`config.mk`:
```
export PLATFORM = sky130hd
export DESIGN_NAME = deque_with_search_delete
export DESIGN_NICKNAME = d
export VERILOG_FILES = /design/src/hdl/dqsd_pkg.sv /design/src/hdl/dqsd_ram.sv /design/src/hdl/deque_with_search_delete.sv
export SDC_FILE = /design/constraint.sdc
export NUM_CORES = 1
export LEC_CHECK = 0
export ABC_AREA = 0
export CORE_ASPECT_RATIO = 1.5
export CORE_MARGIN = 2
export CORE_UTILIZATION = 60
export CTS_CLUSTER_DIAMETER = 200
export CTS_CLUSTER_SIZE = 30
export DETAILED_ROUTE_END_ITERATION = 10
export DONT_BUFFER_PORTS = 1
export GPL_ROUTABILITY_DRIVEN = 0
export GPL_TIMING_DRIVEN = 0
export PLACE_DENSITY_LB_ADDON = 0.1
export SLEW_MARGIN = 20
export SYNTH_ARGS = -nofsm -noshare
export SYNTH_HDL_FRONTEND = slang
export SYNTH_SLANG_ARGS = --single-unit
```
`constraint.sdc`:
```
create_clock -name aclk -period 6.15 [get_ports aclk]
set_input_delay 0.3075 -clock aclk [delete_from_list [all_inputs] [get_ports aclk]]
set_output_delay 0.3075 -clock aclk [all_outputs]
set_load 0.005 [all_outputs]
```
`src/hdl/dqsd_pkg.sv`:
```
// Shared types and constants of the double-ended queue.
package dqsd_pkg;

    localparam int DEPTH_DEF = 16;
    localparam int OP_W      = 3;
    localparam int VALUE_W   = 32;
    localparam int STATUS_W  = 2;
    localparam int COUNT_W   = 5;
    localparam int S_TDATA_W = 40;
    localparam int M_TDATA_W = 8;

    typedef enum logic [OP_W-1:0] {
        OP_PUSH_FRONT = 3'd0,
        OP_PUSH_BACK  = 3'd1,
        OP_POP_FRONT  = 3'd2,
        OP_POP_BACK   = 3'd3,
        OP_DELETE     = 3'd4,
        OP_SEARCH     = 3'd5
    } op_t;

    typedef enum logic [STATUS_W-1:0] {
        STAT_OK     = 2'd0,
        STAT_EMPTY  = 2'd1,
        STAT_FULL   = 2'd2,
        STAT_ABSENT = 2'd3
    } status_t;

endpackage

```
`src/hdl/dqsd_ram.sv`:
```
// Generic single-write, single-read RAM with registered read data.
module dqsd_ram #(
    parameter int WIDTH = 32,
    parameter int DEPTH = 16
) (
    input  logic                     aclk,
    input  logic                     wr_en,
    input  logic [$clog2(DEPTH)-1:0] wr_addr,
    input  logic [WIDTH-1:0]         wr_data,
    input  logic [$clog2(DEPTH)-1:0] rd_addr,
    output logic [WIDTH-1:0]         rd_data
);

    logic [WIDTH-1:0] mem_reg [DEPTH];
    logic [WIDTH-1:0] rd_data_reg;

    always_ff @(posedge aclk) begin
        if (wr_en) begin
            mem_reg[wr_addr] <= wr_data;
        end
        rd_data_reg <= mem_reg[rd_addr];
    end

    assign rd_data = rd_data_reg;

endmodule

```
`src/hdl/deque_with_search_delete.sv`:
```
// Bounded double-ended queue of signed 32-bit values with search and delete.
//
// Usage:
//   One request enters on the s_ channel; exactly one result leaves on the
//   m_ channel for each request, in order. Requests: push front/back, pop
//   front/back, delete the first entry equal to a value, search for a value.
//   Entries live in a circular buffer RAM (head pointer plus count); pushes
//   write one RAM word, pops only move the head or count, and neither scans.
// Sequencing: push, pop and unused codes go straight to the result state.
//   search or delete walks the entries from the front, one at a time, on
//     the single read port and 32-bit comparator (read state, then compare
//     state); a delete hit then moves each later entry one place forward
//     (read state, then write state).
//   search or delete miss: compares every entry, then reports absent.
// Throughput: one request at a time; s_tready is high only while the
//   sequencer is idle, from the cycle after the result is loaded.
// Reset: synchronous active-low aresetn empties the queue (count and head
//   cleared) and drops m_tvalid; the RAM contents are not cleared.
// Stall: a result waits in the output register while m_tready is low; a
//   finished request then holds the sequencer until the register drains.
module deque_with_search_delete #(
    parameter int DEPTH = dqsd_pkg::DEPTH_DEF
) (
    input  logic                            aclk,
    input  logic                            aresetn,
    input  logic                            s_tvalid,
    output logic                            s_tready,
    // [2:0] op, [34:3] value, [39:35] zero
    input  logic [dqsd_pkg::S_TDATA_W-1:0]  s_tdata,
    output logic                            m_tvalid,
    input  logic                            m_tready,
    // [1:0] status, [2] found, [7:3] count
    output logic [dqsd_pkg::M_TDATA_W-1:0]  m_tdata
);

    import dqsd_pkg::*;

    localparam int AW = (DEPTH > 1) ? $clog2(DEPTH) : 1;
    localparam int CW = $clog2(DEPTH + 1);
    localparam logic [AW:0]   DEPTH_W = (AW + 1)'(DEPTH);
    localparam logic [CW-1:0] DEPTH_C = CW'(DEPTH);
    localparam logic [AW-1:0] LAST_A  = AW'(DEPTH - 1);

    typedef enum logic [2:0] {
        ST_IDLE,
        ST_SCAN_RD,
        ST_SCAN_CMP,
        ST_SHIFT_RD,
        ST_SHIFT_WR,
        ST_RESP
    } state_t;

    // Logical position to RAM address: (base + off) mod DEPTH.
    function automatic logic [AW-1:0] phys(input logic [AW-1:0] base,
                                           input logic [AW-1:0] off);
        logic [AW:0] sum;
        sum = {1'b0, base} + {1'b0, off};
        if (sum >= DEPTH_W) begin
            sum = sum - DEPTH_W;
        end
        return sum[AW-1:0];
    endfunction

    state_t                 state_reg, state_next;
    op_t                    op_reg, op_next;
    logic [VALUE_W-1:0]     value_reg, value_next;
    logic [AW-1:0]          head_reg, head_next;
    logic [CW-1:0]          count_reg, count_next;
    logic [CW-1:0]          idx_reg, idx_next;
    status_t                status_reg, status_next;
    logic                   found_reg, found_next;
    logic                   m_tvalid_reg, m_tvalid_next;
    logic [M_TDATA_W-1:0]   m_tdata_reg, m_tdata_next;

    logic                   wr_en;
    logic [AW-1:0]          wr_addr;
    logic [VALUE_W-1:0]     wr_data;
    logic [AW-1:0]          rd_addr;
    logic [VALUE_W-1:0]     rd_data;

    logic                   in_fire;
    op_t                    in_op;
    logic [VALUE_W-1:0]     in_value;
    logic [CW-1:0]          idx_inc;

    assign in_fire  = s_tvalid && s_tready;
    assign in_op    = op_t'(s_tdata[OP_W-1:0]);
    assign in_value = s_tdata[OP_W +: VALUE_W];
    assign idx_inc  = idx_reg + CW'(1);

    dqsd_ram #(
        .WIDTH (VALUE_W),
        .DEPTH (DEPTH)
    ) u_ram (
        .aclk    (aclk),
        .wr_en   (wr_en),
        .wr_addr (wr_addr),
        .wr_data (wr_data),
        .rd_addr (rd_addr),
        .rd_data (rd_data)
    );

    always_comb begin
        state_next    = state_reg;
        op_next       = op_reg;
        value_next    = value_reg;
        head_next     = head_reg;
        count_next    = count_reg;
        idx_next      = idx_reg;
        status_next   = status_reg;
        found_next    = found_reg;
        m_tvalid_next = m_tvalid_reg;
        m_tdata_next  = m_tdata_reg;
        wr_en         = 1'b0;
        wr_addr       = head_reg;
        wr_data       = in_value;
        rd_addr       = phys(head_reg, idx_reg[AW-1:0]);

        if (m_tvalid_reg && m_tready) begin
            m_tvalid_next = 1'b0;
        end

        unique case (state_reg)
            ST_IDLE: begin
                if (in_fire) begin
                    status_next = STAT_OK;
                    found_next  = 1'b0;
                    state_next  = ST_RESP;
                    unique case (in_op)
                        OP_PUSH_FRONT: begin
                            if (count_reg == DEPTH_C) begin
                                status_next = STAT_FULL;
                            end else begin
                                head_next  = (head_reg == '0) ? LAST_A
                                                              : head_reg - AW'(1);
                                wr_en      = 1'b1;
                                wr_addr    = head_next;
                                count_next = count_reg + CW'(1);
                            end
                        end
                        OP_PUSH_BACK: begin
                            if (count_reg == DEPTH_C) begin
                                status_next = STAT_FULL;
                            end else begin
                                wr_en      = 1'b1;
                                wr_addr    = phys(head_reg, count_reg[AW-1:0]);
                                count_next = count_reg + CW'(1);
                            end
                        end
                        OP_POP_FRONT: begin
                            if (count_reg == '0) begin
                                status_next = STAT_EMPTY;
                            end else begin
                                head_next  = (head_reg == LAST_A) ? '0
                                                                  : head_reg + AW'(1);
                                count_next = count_reg - CW'(1);
                            end
                        end
                        OP_POP_BACK: begin
                            if (count_reg == '0) begin
                                status_next = STAT_EMPTY;
                            end else begin
                                count_next = count_reg - CW'(1);
                            end
                        end
                        OP_DELETE, OP_SEARCH: begin
                            op_next    = in_op;
                            value_next = in_value;
                            idx_next   = '0;
                            state_next = ST_SCAN_RD;
                        end
                        default: begin
                            // unused codes: no change, plain ok
                        end
                    endcase
                end
            end
            ST_SCAN_RD: begin
                if (idx_reg == count_reg) begin
                    status_next = STAT_ABSENT;
                    state_next  = ST_RESP;
                end else begin
                    state_next = ST_SCAN_CMP;
                end
            end
            ST_SCAN_CMP: begin
                if (rd_data == value_reg) begin
                    found_next = 1'b1;
                    state_next = (op_reg == OP_DELETE) ? ST_SHIFT_RD : ST_RESP;
                end else begin
                    idx_next   = idx_inc;
                    state_next = ST_SCAN_RD;
                end
            end
            ST_SHIFT_RD: begin
                // close the gap: entry idx+1 moves to idx
                rd_addr = phys(head_reg, idx_inc[AW-1:0]);
                if (idx_inc == count_reg) begin
                    count_next = count_reg - CW'(1);
                    state_next = ST_RESP;
                end else begin
                    state_next = ST_SHIFT_WR;
                end
            end
            ST_SHIFT_WR: begin
                wr_en      = 1'b1;
                wr_addr    = phys(head_reg, idx_reg[AW-1:0]);
                wr_data    = rd_data;
                idx_next   = idx_inc;
                state_next = ST_SHIFT_RD;
            end
            ST_RESP: begin
                if (!m_tvalid_reg || m_tready) begin
                    m_tvalid_next = 1'b1;
                    m_tdata_next  = {COUNT_W'(count_reg), found_reg, status_reg};
                    state_next    = ST_IDLE;
                end
            end
            default: begin
                state_next = ST_IDLE;
            end
        endcase
    end

    always_ff @(posedge aclk) begin
        if (!aresetn) begin
            state_reg    <= ST_IDLE;
            head_reg     <= '0;
            count_reg    <= '0;
            m_tvalid_reg <= 1'b0;
        end else begin
            state_reg    <= state_next;
            head_reg     <= head_next;
            count_reg    <= count_next;
            m_tvalid_reg <= m_tvalid_next;
        end
        op_reg      <= op_next;
        value_reg   <= value_next;
        idx_reg     <= idx_next;
        status_reg  <= status_next;
        found_reg   <= found_next;
        m_tdata_reg <= m_tdata_next;
    end

    assign s_tready = (state_reg == ST_IDLE);
    assign m_tvalid = m_tvalid_reg;
    assign m_tdata  = m_tdata_reg;

endmodule

```
==> summary.txt, run 1 <==
Outcome
  • Status: complete, no violations

Clock tree
  • CTS resizes: 0
  • CTS clk-pin slew, worst paths: ~0.11 ns
  • Clock Tree Root: clkbuf_16
  • CTS tree: done
  • TritonCTS Sinks: between 600 and 700
  • Htree depth: 1
  • CTS max path bufs: 3
  • CTS buffer count: 24
  • Clock Latency Late Sink: 0.59 ns

Worst setup path
  • Setup CP Type: register to register
  • Critical Path Sink Type: register
  • Crit path arrival time: 4.67 ns
  • Critical Path Source Type: register
  • WP data required: 6.48 ns
  • Crit Path Max Fanout: 9

Power
  • Reg power frac: 0.435
  • Lkg Pwr: between 0.009 and 0.01 uW
  • Psw: 4950 uW
  • Net Sw Frac: 0.402
  • Maximum vdd drop: about 340 uV
  • Comb pwr share: 0.402
  • Pint: roughly 7400 uW
  • PD cells: between 400 and 500 nW/um2
  • Clk network pwr share: 0.163
  • Total power: between 10000 and 15000 uW

Global routing
  • Largest net degree at the start of global routing: 32
  • All-layer global routing usage: 0.307
  • Grt peak-use layer: met2
  • Vias in the first global route: around 16000
  • Global Route met2 Usage: 0.537
  • Overflow after GRT: 0
  • Initial antenna violation count: 2
  • Met1 Usage GRT: 0.385
  • GR Util met3: 0.0417
  • First-pass GRT wire length: 95600 um

Floorplanning
  • Io pins: 54
  • Die Span Y: approximately 250 um
  • Die footprint: between 40000 and 50000 um2
  • Die Wd: between 150 and 200 um
  • Total core area: 40300 um2
  • Initial Util: 0.609
  • Rows: 90

Synth
  • Post-synthesis register bit count: ~600
  • Synthesized instance count: about 1900
  • Sequential area share after synthesis: 0.725
  • Library cells used by synthesis: 61
  • Synthesized area per cell: between 10 and 15 um2
  • Ys Warns: 0
  • Synth Cell Area: around 25000 um2
  • Post-synth EDFFs: 563
  • Synthesized net count: 1955
  • Synth Flop Type: edfxtp_1
  • Ys async rst share: 0

Route
  • ANT nets after route: 0
  • Via density: 6.17
  • DRC: 0
  • Vias: around 16000
  • Final WL: 64700 um
  • DRT Pass-1 Iters: 6
  • Avg WL per Cell: between 20 and 30 um
  • Initial DRC Count: 1823

Cells and area
  • Max FFs per register: 512
  • Most common cell after layout, fill and taps aside: edfxtp_1
  • Most frequent cells in the layout: edfxtp_1 (563), nand2_1 (562), nand3_1 (237), clkbuf_1 (71), mux2i_1 (68)
  • Storage element area: between 15000 and 20000 um2
  • Layout cells sized above 1: 0.0870
  • Area occupied by multi-input gates: ~6400 um2
  • NumNets Final: between 2000 and 2500
  • Syn-to-layout area delta: 10.1%
  • Core Util, Final: 0.671
  • Post-Layout Cell Count: between 2000 and 3000
  • Fillers: about 3000

STA
  • Period utilization: 0.707
  • Worst clock skew: 0.0302 ns
  • Final setup fails: 0
  • Slew Limit Headroom: 0.283
  • RSZ-0062 raised after global routing: false
  • Min Tclk post-route: about 4.3 ns
  • Final hold vios: 0
  • Max-slew violation count: 0
  • Slew @ Worst Pin: 1.07 ns
  • Final hold slack: 0.0428 ns
  • Max Clk Rate: about 0.23 GHz

Placed design
  • Dpl hpwl: between 40000 and 50000 um
  • Placed cells: 2484
  • Port bufs: 0

Hold path
  • Hold Path Class: input port to register

Run
  • Max-Cap Viols: 0
[timing repair]
action,CTS,global route
hold buffers,36,0
hold endpoints to repair,40,0
buffers inserted,0,0
[power groups by stage]
stage	logic [uW]	registers (uW)	clock network [uW]
after floorplan	3010	5400	0
final	4950	5350	2000
after global placement	4680	5460	0
after detailed placement	4850	5440	0
after global routing	5310	5380	2130
after CTS	4900	5350	2010
[metal layers]
metal | up-vias | share of wire
li1 | 7137 | -
met1 | 7832 | 0.37
met2 | 725 | 0.51
met3 | 144 | 0.079
met4 | 2 | 0.045
met5 | - | 0.00023
[area by class of cell]
class	count	area share
diodes	2	0.000185
flip-flops and latches	608	0.658
multi-input cells	1172	0.237
well taps	506	0.0234
clock inverters	1	0.00111
plain buffers	99	0.0158
repair buffers	121	0.0370
clock buffers	43	0.0256
inverters	14	0.00194
[final timing paths]
kind,startpoint,endpoint,slack (ns),depth (start not counted)
worst max register to register,count_reg[1]$_SDFFE_PN0P_,u_ram.mem_reg[2][18]$_DFFE_PP_,1.80,11
worst min register to register,status_reg[0]$_SDFFCE_PP1P_,m_tdata[0]$_DFFE_PP_,0.43,0
worst min-delay path,s_tvalid,state_reg[2]$_SDFFE_PN0P_,0.04,3
worst max-delay path,count_reg[1]$_SDFFE_PN0P_,u_ram.mem_reg[2][18]$_DFFE_PP_,1.80,11
[cell usage after synthesis, types with 8 or more instances]
| cell | count | area, um2 |
|---|---|---|
| nor2_1 | 29 | 109 |
| o21ai_0 | 8 | 40.0 |
| dfxtp_1 | 45 | 901 |
| nor4_1 | 13 | 81.3 |
| mux2i_1 | 68 | 681 |
| buf_1 | 17 | 63.8 |
| inv_1 | 14 | 52.6 |
| nand2_1 | 562 | 2110 |
| clkbuf_1 | 53 | 199 |
| xor2_1 | 42 | 368 |
| nand4_1 | 36 | 225 |
| a32oi_1 | 32 | 280 |
| edfxtp_1 | 563 | 16900 |
| xnor2_1 | 13 | 114 |
| a21oi_1 | 19 | 95.1 |
| nor3_1 | 21 | 105 |
| buf_2 | 26 | 130 |
| ha_1 | 15 | 188 |
| nand3_1 | 237 | 1190 |
[kinds of logic after synthesis]
group | synth area share
AOI/OAI and AO/OA | 0.0276
xor gates and xnor gates | 0.0203
adders and majority gates | 0.0101
buffers and inverters | 0.0195
DFF | 0.725
muxes | 0.0295
and+or+nand+nor | 0.168
[stage by stage]
stage	setup TNS, ns	area [um2]	worst slack (ns)
2_1_floorplan	0	24600	0.567
3_3_place_gp	-897.39	25200	-3.29
3_5_place_dp	0	26000	1.93
4_1_cts	0	27000	1.89
5_1_grt	0	27000	1.65
6_report	0	27000	1.80
[critical path, stage by stage (launching register included)]
cell	delay, ns
dfxtp_1	0.59
inv_1	0.15
ha_1	0.26
nand4bb_1	0.27
nand3_1	0.26
a311oi_2	0.69
nand2_1	0.31
nor3_2	0.67
buf_4	0.30
buf_4	0.22
buf_4	0.19
buf_4	0.16
(Power assumes the default switching activity.)
==> run 2: changes to the inputs <==
ABC_AREA = 1   (was 0)
CORE_UTILIZATION = 57   (was 60)
clock period = 3.6 ns   (was 6.15 ns; I/O delays follow)
==> run 2 against run 1 <==
  * Final area up 2.9%
  * First-iteration DRC count is 32% higher
  * Power up 100%
  * Sequential share of layout area shrank 1.8 points
  * Register-to-register slack got worse by 1.7 ns
  * Area after synthesis rose by 1.7%
  * Critical path depth shrank 2
  * Via count increased by 9.4%
==> summary.txt, run 2 <==
Clock tree
  • CTS clk-pin slew, worst paths: 0.11 ns (about the same)
  • CTS buffer count: 24 (unchanged)
  • CTS tree: done (unchanged)
  • TritonCTS Sinks: 608 (unchanged)
  • Htree depth: 1 (unchanged)
  • CTS max path bufs: 3 (unchanged)
  • Clock Tree Root: clkbuf_16 (unchanged)
  • Clock Latency Late Sink: 0.61 ns (was 0.59 ns)

Route
  • Via density: 6.15 (was 6.17)
  • Initial DRC Count: 2403 (was 1823)
  • ANT nets after route: 0 (unchanged)
  • Vias: 17300 (was 15800)
  • DRC: 0 (unchanged)
  • Final WL: 73800 um (was 64700 um)
  • Avg WL per Cell: 26.2 um (was 25.2 um)
  • DRT Pass-1 Iters: 6 (unchanged)

Cells and area
  • Layout cells sized above 1: 0.0782 (was 0.0870)
  • Most frequent cells in the layout: edfxtp_1 (563), nor2_1 (431), nand2_1 (239), o21ai_0 (205), o211ai_1 (130) (was edfxtp_1 (563), nand2_1 (562), nand3_1 (237), clkbuf_1 (71), mux2i_1 (68))
  • Post-Layout Cell Count: 2816 (was 2566)
  • NumNets Final: 2283 (was 2102)
  • Most common cell after layout, fill and taps aside: edfxtp_1 (unchanged)
  • Syn-to-layout area delta: 11.3% (was 10.1%)
  • Max FFs per register: 512 (unchanged)

Floorplanning
  • Die Span Y: 260 um (was 252 um)
  • Io pins: 54 (unchanged)
  • Die Wd: 175 um (was 169 um)
  • Total core area: 43600 um2 (was 40300 um2)
  • Rows: 94 (was 90)
  • Die footprint: 45600 um2 (was 42600 um2)
  • Initial Util: 0.573 (was 0.609)

STA
  • Min Tclk post-route: 3.47 ns (was 4.35 ns)
  • Final WS setup: 0.134 ns (was 1.80 ns)
  • Final hold vios: 0 (unchanged)
  • Max Clk Rate: 0.289 GHz (was 0.230 GHz)
  • Final setup fails: 0 (unchanged)
  • Slew Limit Headroom: 0.271 (was 0.283)
  • Worst clock skew: 0.0388 ns (was 0.0302 ns)
  • Slew @ Worst Pin: 1.09 ns (was 1.07 ns)
  • Max-slew violation count: 0 (unchanged)
  • RSZ-0062 raised after global routing: false (unchanged)
  • Period utilization: 0.963 (was 0.707)

Worst setup path
  • Crit Path Max Fanout: 10 (was 9)
  • WP data required: 4.14 ns (was 6.48 ns)
  • Worst path slowest cell: clkbuf_1 (was a311oi_2)
  • Cell family with most CP delay: buffers and inverters (was simple AND/OR/NAND/NOR gates)
  • Crit path arrival time: 4.01 ns (was 4.67 ns)
  • Critical Path Source Type: register (unchanged)
  • Setup CP Type: register to register (unchanged)
  • Delay of the slowest cell on the worst path: 0.70 ns (was 0.69 ns)
  • Worst path buffer plus inverter count: 3 (was 5)
  • Reg2reg setup slack: 0.13 ns (was 1.80 ns)
  • CP Cell Sequence: inv_1 > ha_1 > xor2_1 > buf_2 > clkbuf_1 > o21ai_0 > o211ai_1 > nand3_1 > nand2_1 (was inv_1 > ha_1 > nand4bb_1 > nand3_1 > a311oi_2 > nand2_1 > nor3_2 > buf_4 > buf_4 > buf_4 > buf_4)
  • Critical Path Sink Type: register (unchanged)

Power
  • PD cells: 883 nW/um2 (was 455 nW/um2)
  • Lkg Pwr: 0.00956 uW (was 0.00965 uW)
  • Maximum vdd drop: 658 uV (was 339 uV)

Synth
  • Xor and xnor fraction of the mapped netlist area: 0.0133 (was 0.0203)
  • Ys Warns: 0 (unchanged)
  • Synthesized area per cell: 11.9 um2 (was 13.0 um2)
  • Share of the synthesized area in the top cell type: 0.677 (was 0.688)
  • Synth area leader: edfxtp_1 (unchanged)
  • Most common cell in the netlist: edfxtp_1 (unchanged)
  • Compound-cell area share of the yosys netlist: 0.106 (was 0.0276)
  • Post-synthesis mux area share: 0 (was 0.0295)
  • Sequential area share after synthesis: 0.713 (was 0.725)
  • Top post-synthesis cells by count: edfxtp_1 (563), nor2_1 (447), nand2_1 (239), o21ai_0 (224), o211ai_1 (130) (was edfxtp_1 (563), nand2_1 (562), nand3_1 (237), mux2i_1 (68), clkbuf_1 (53))
  • Post-synthesis register bit count: 608 (unchanged)
  • Largest family of logic cells by synthesized area: simple AND/OR/NAND/NOR gates (unchanged)
  • Ys async rst share: 0 (unchanged)
  • Library cells used by synthesis: 33 (was 61)
  • Synth Flop Type: edfxtp_1 (unchanged)
  • Share of synthesized cell area in and, or, nand and nor gates: 0.124 (was 0.168)
  • Synth Cell Area: 25000 um2 (was 24600 um2)
  • Area contributors post-synth: edfxtp_1 (68%), nor2_1 (6.7%), o21ai_0 (4.5%) (was edfxtp_1 (69%), nand2_1 (8.6%), nand3_1 (4.8%))
  • Synthesized instance count: 2107 (was 1893)
  • Adder-cell share of the synthesized area: 0.00991 (was 0.0101)
  • Synthesized net count: 2169 (was 1955)
  • Post-synth EDFFs: 563 (unchanged)

Run
  • Max-Cap Viols: 0 (unchanged)

Outcome
  • Status: complete, no violations (unchanged)

Global routing
  • Initial antenna violation count: 1 (was 2)
  • Overflow after GRT: 0 (unchanged)
  • Vias in the first global route: 16900 (was 15700)
  • Largest net degree at the start of global routing: 32 (unchanged)
  • First-pass GRT wire length: 107000 um (was 95600 um)
  • All-layer global routing usage: 0.324 (was 0.307)

Placed design
  • Port bufs: 0 (unchanged)
  • Pre-CTS setup slack: -0.0879 ns (was 1.93 ns)
  • Placed cells: 2719 (was 2484)
  • Dpl hpwl: 49900 um (was 44600 um)

Hold path
  • Hold Path Class: input port to register (unchanged)
[run 2: cell count changes after synthesis, moves of 17 or more]
cell      before  now
nor2_1        29  447
nand4_1       36    3
o211ai_1       3  130
nand2_1      562  239
nand3_1      237   93
a32oi_1       32    0
buf_2         26   45
o21ai_0        8  224
o21ai_1        0   74
mux2i_1       68    0
xor2_1        42   17
nor3_1        21    4
inv_1         14   75
[run 2: layout make-up]
type | count | area [um2]
Clock buffer | 43 | 693
Multi-Input combinational cell | 1303 | 6480
Timing Repair Buffer | 88 | 1230
Tap cell | 576 | 721
Clock inverter | 1 | 30.0
Buffer | 115 | 559
Antenna cell | 1 | 2.50
Sequential cell | 608 | 17800
Inverter | 81 | 304
Fill cell | 3330 | 15800
[run 2: worst register-to-register path: cells and delay by family, from the launching register on]
family | cells | cell delay [ns]
fa+ha+maj | 1 | 0.42
xor+xnor | 1 | 0.53
compound gates | 2 | 0.42
flops | 1 | 0.52
buf+inv | 3 | 1.21
simple gates | 2 | 0.31
[run 2: logic make-up after synthesis]
group	Yosys count
simple gates	790
flops	608
compound gates	458
buf+inv	196
xor+xnor	37
fa+ha+maj	18
[run 2: worst paths after layout]
kind                               start                         to  cells past startpoint
max             idx_reg[0]$_SDFFCE_PN0P_  u_ram.rd_data[14]$_DFF_P_                      9
min                           s_tdata[2]  count_reg[4]$_SDFFE_PN0P_                      7
max reg2reg     idx_reg[0]$_SDFFCE_PN0P_  u_ram.rd_data[14]$_DFF_P_                      9
min reg2reg  status_reg[0]$_SDFFCE_PP1P_       m_tdata[0]$_DFFE_PP_                      0
[run 2: report_power, final]
group	internal, uW	total, uW	switching, uW
Sequential	8960	9260	300
Clock	1340	3420	2080
Combinational	3220	11900	8660
Total	13500	24600	11000
[run 2: through the flow]
stage	hold WS [ns]	power, uW	instance area (um2)	TNS, ns	util
after floorplan	0.279	16300	25000	0	-
after global placement	0.279	20500	25700	-1056.88	0.589
after detailed placement	0.279	20900	26400	-5.61	0.606
after CTS	0.00456	24300	27800	0	0.636
after global routing	0.0434	25800	27800	0	0.638
final	0.0188	24600	27800	0	0.638
[run 2: repair_timing]
action | 4_1_cts | 5_1_grt
resized for setup | 4 | 19
pin swaps | 9 | 3
setup endpoints to repair | 149 | 142
endpoints found under the hold margin | 86 | 0
hold buffers | 38 | 0
setup buffers | 11 | 3
[run 2: layer usage]
metal	track usage	vias up	part of all wire
met5	0	-	0
met4	0.171	0	0.056
met3	0.0488	224	0.085
met2	0.558	970	0.50
met1	0.397	8419	0.36
li1	-	7711	-
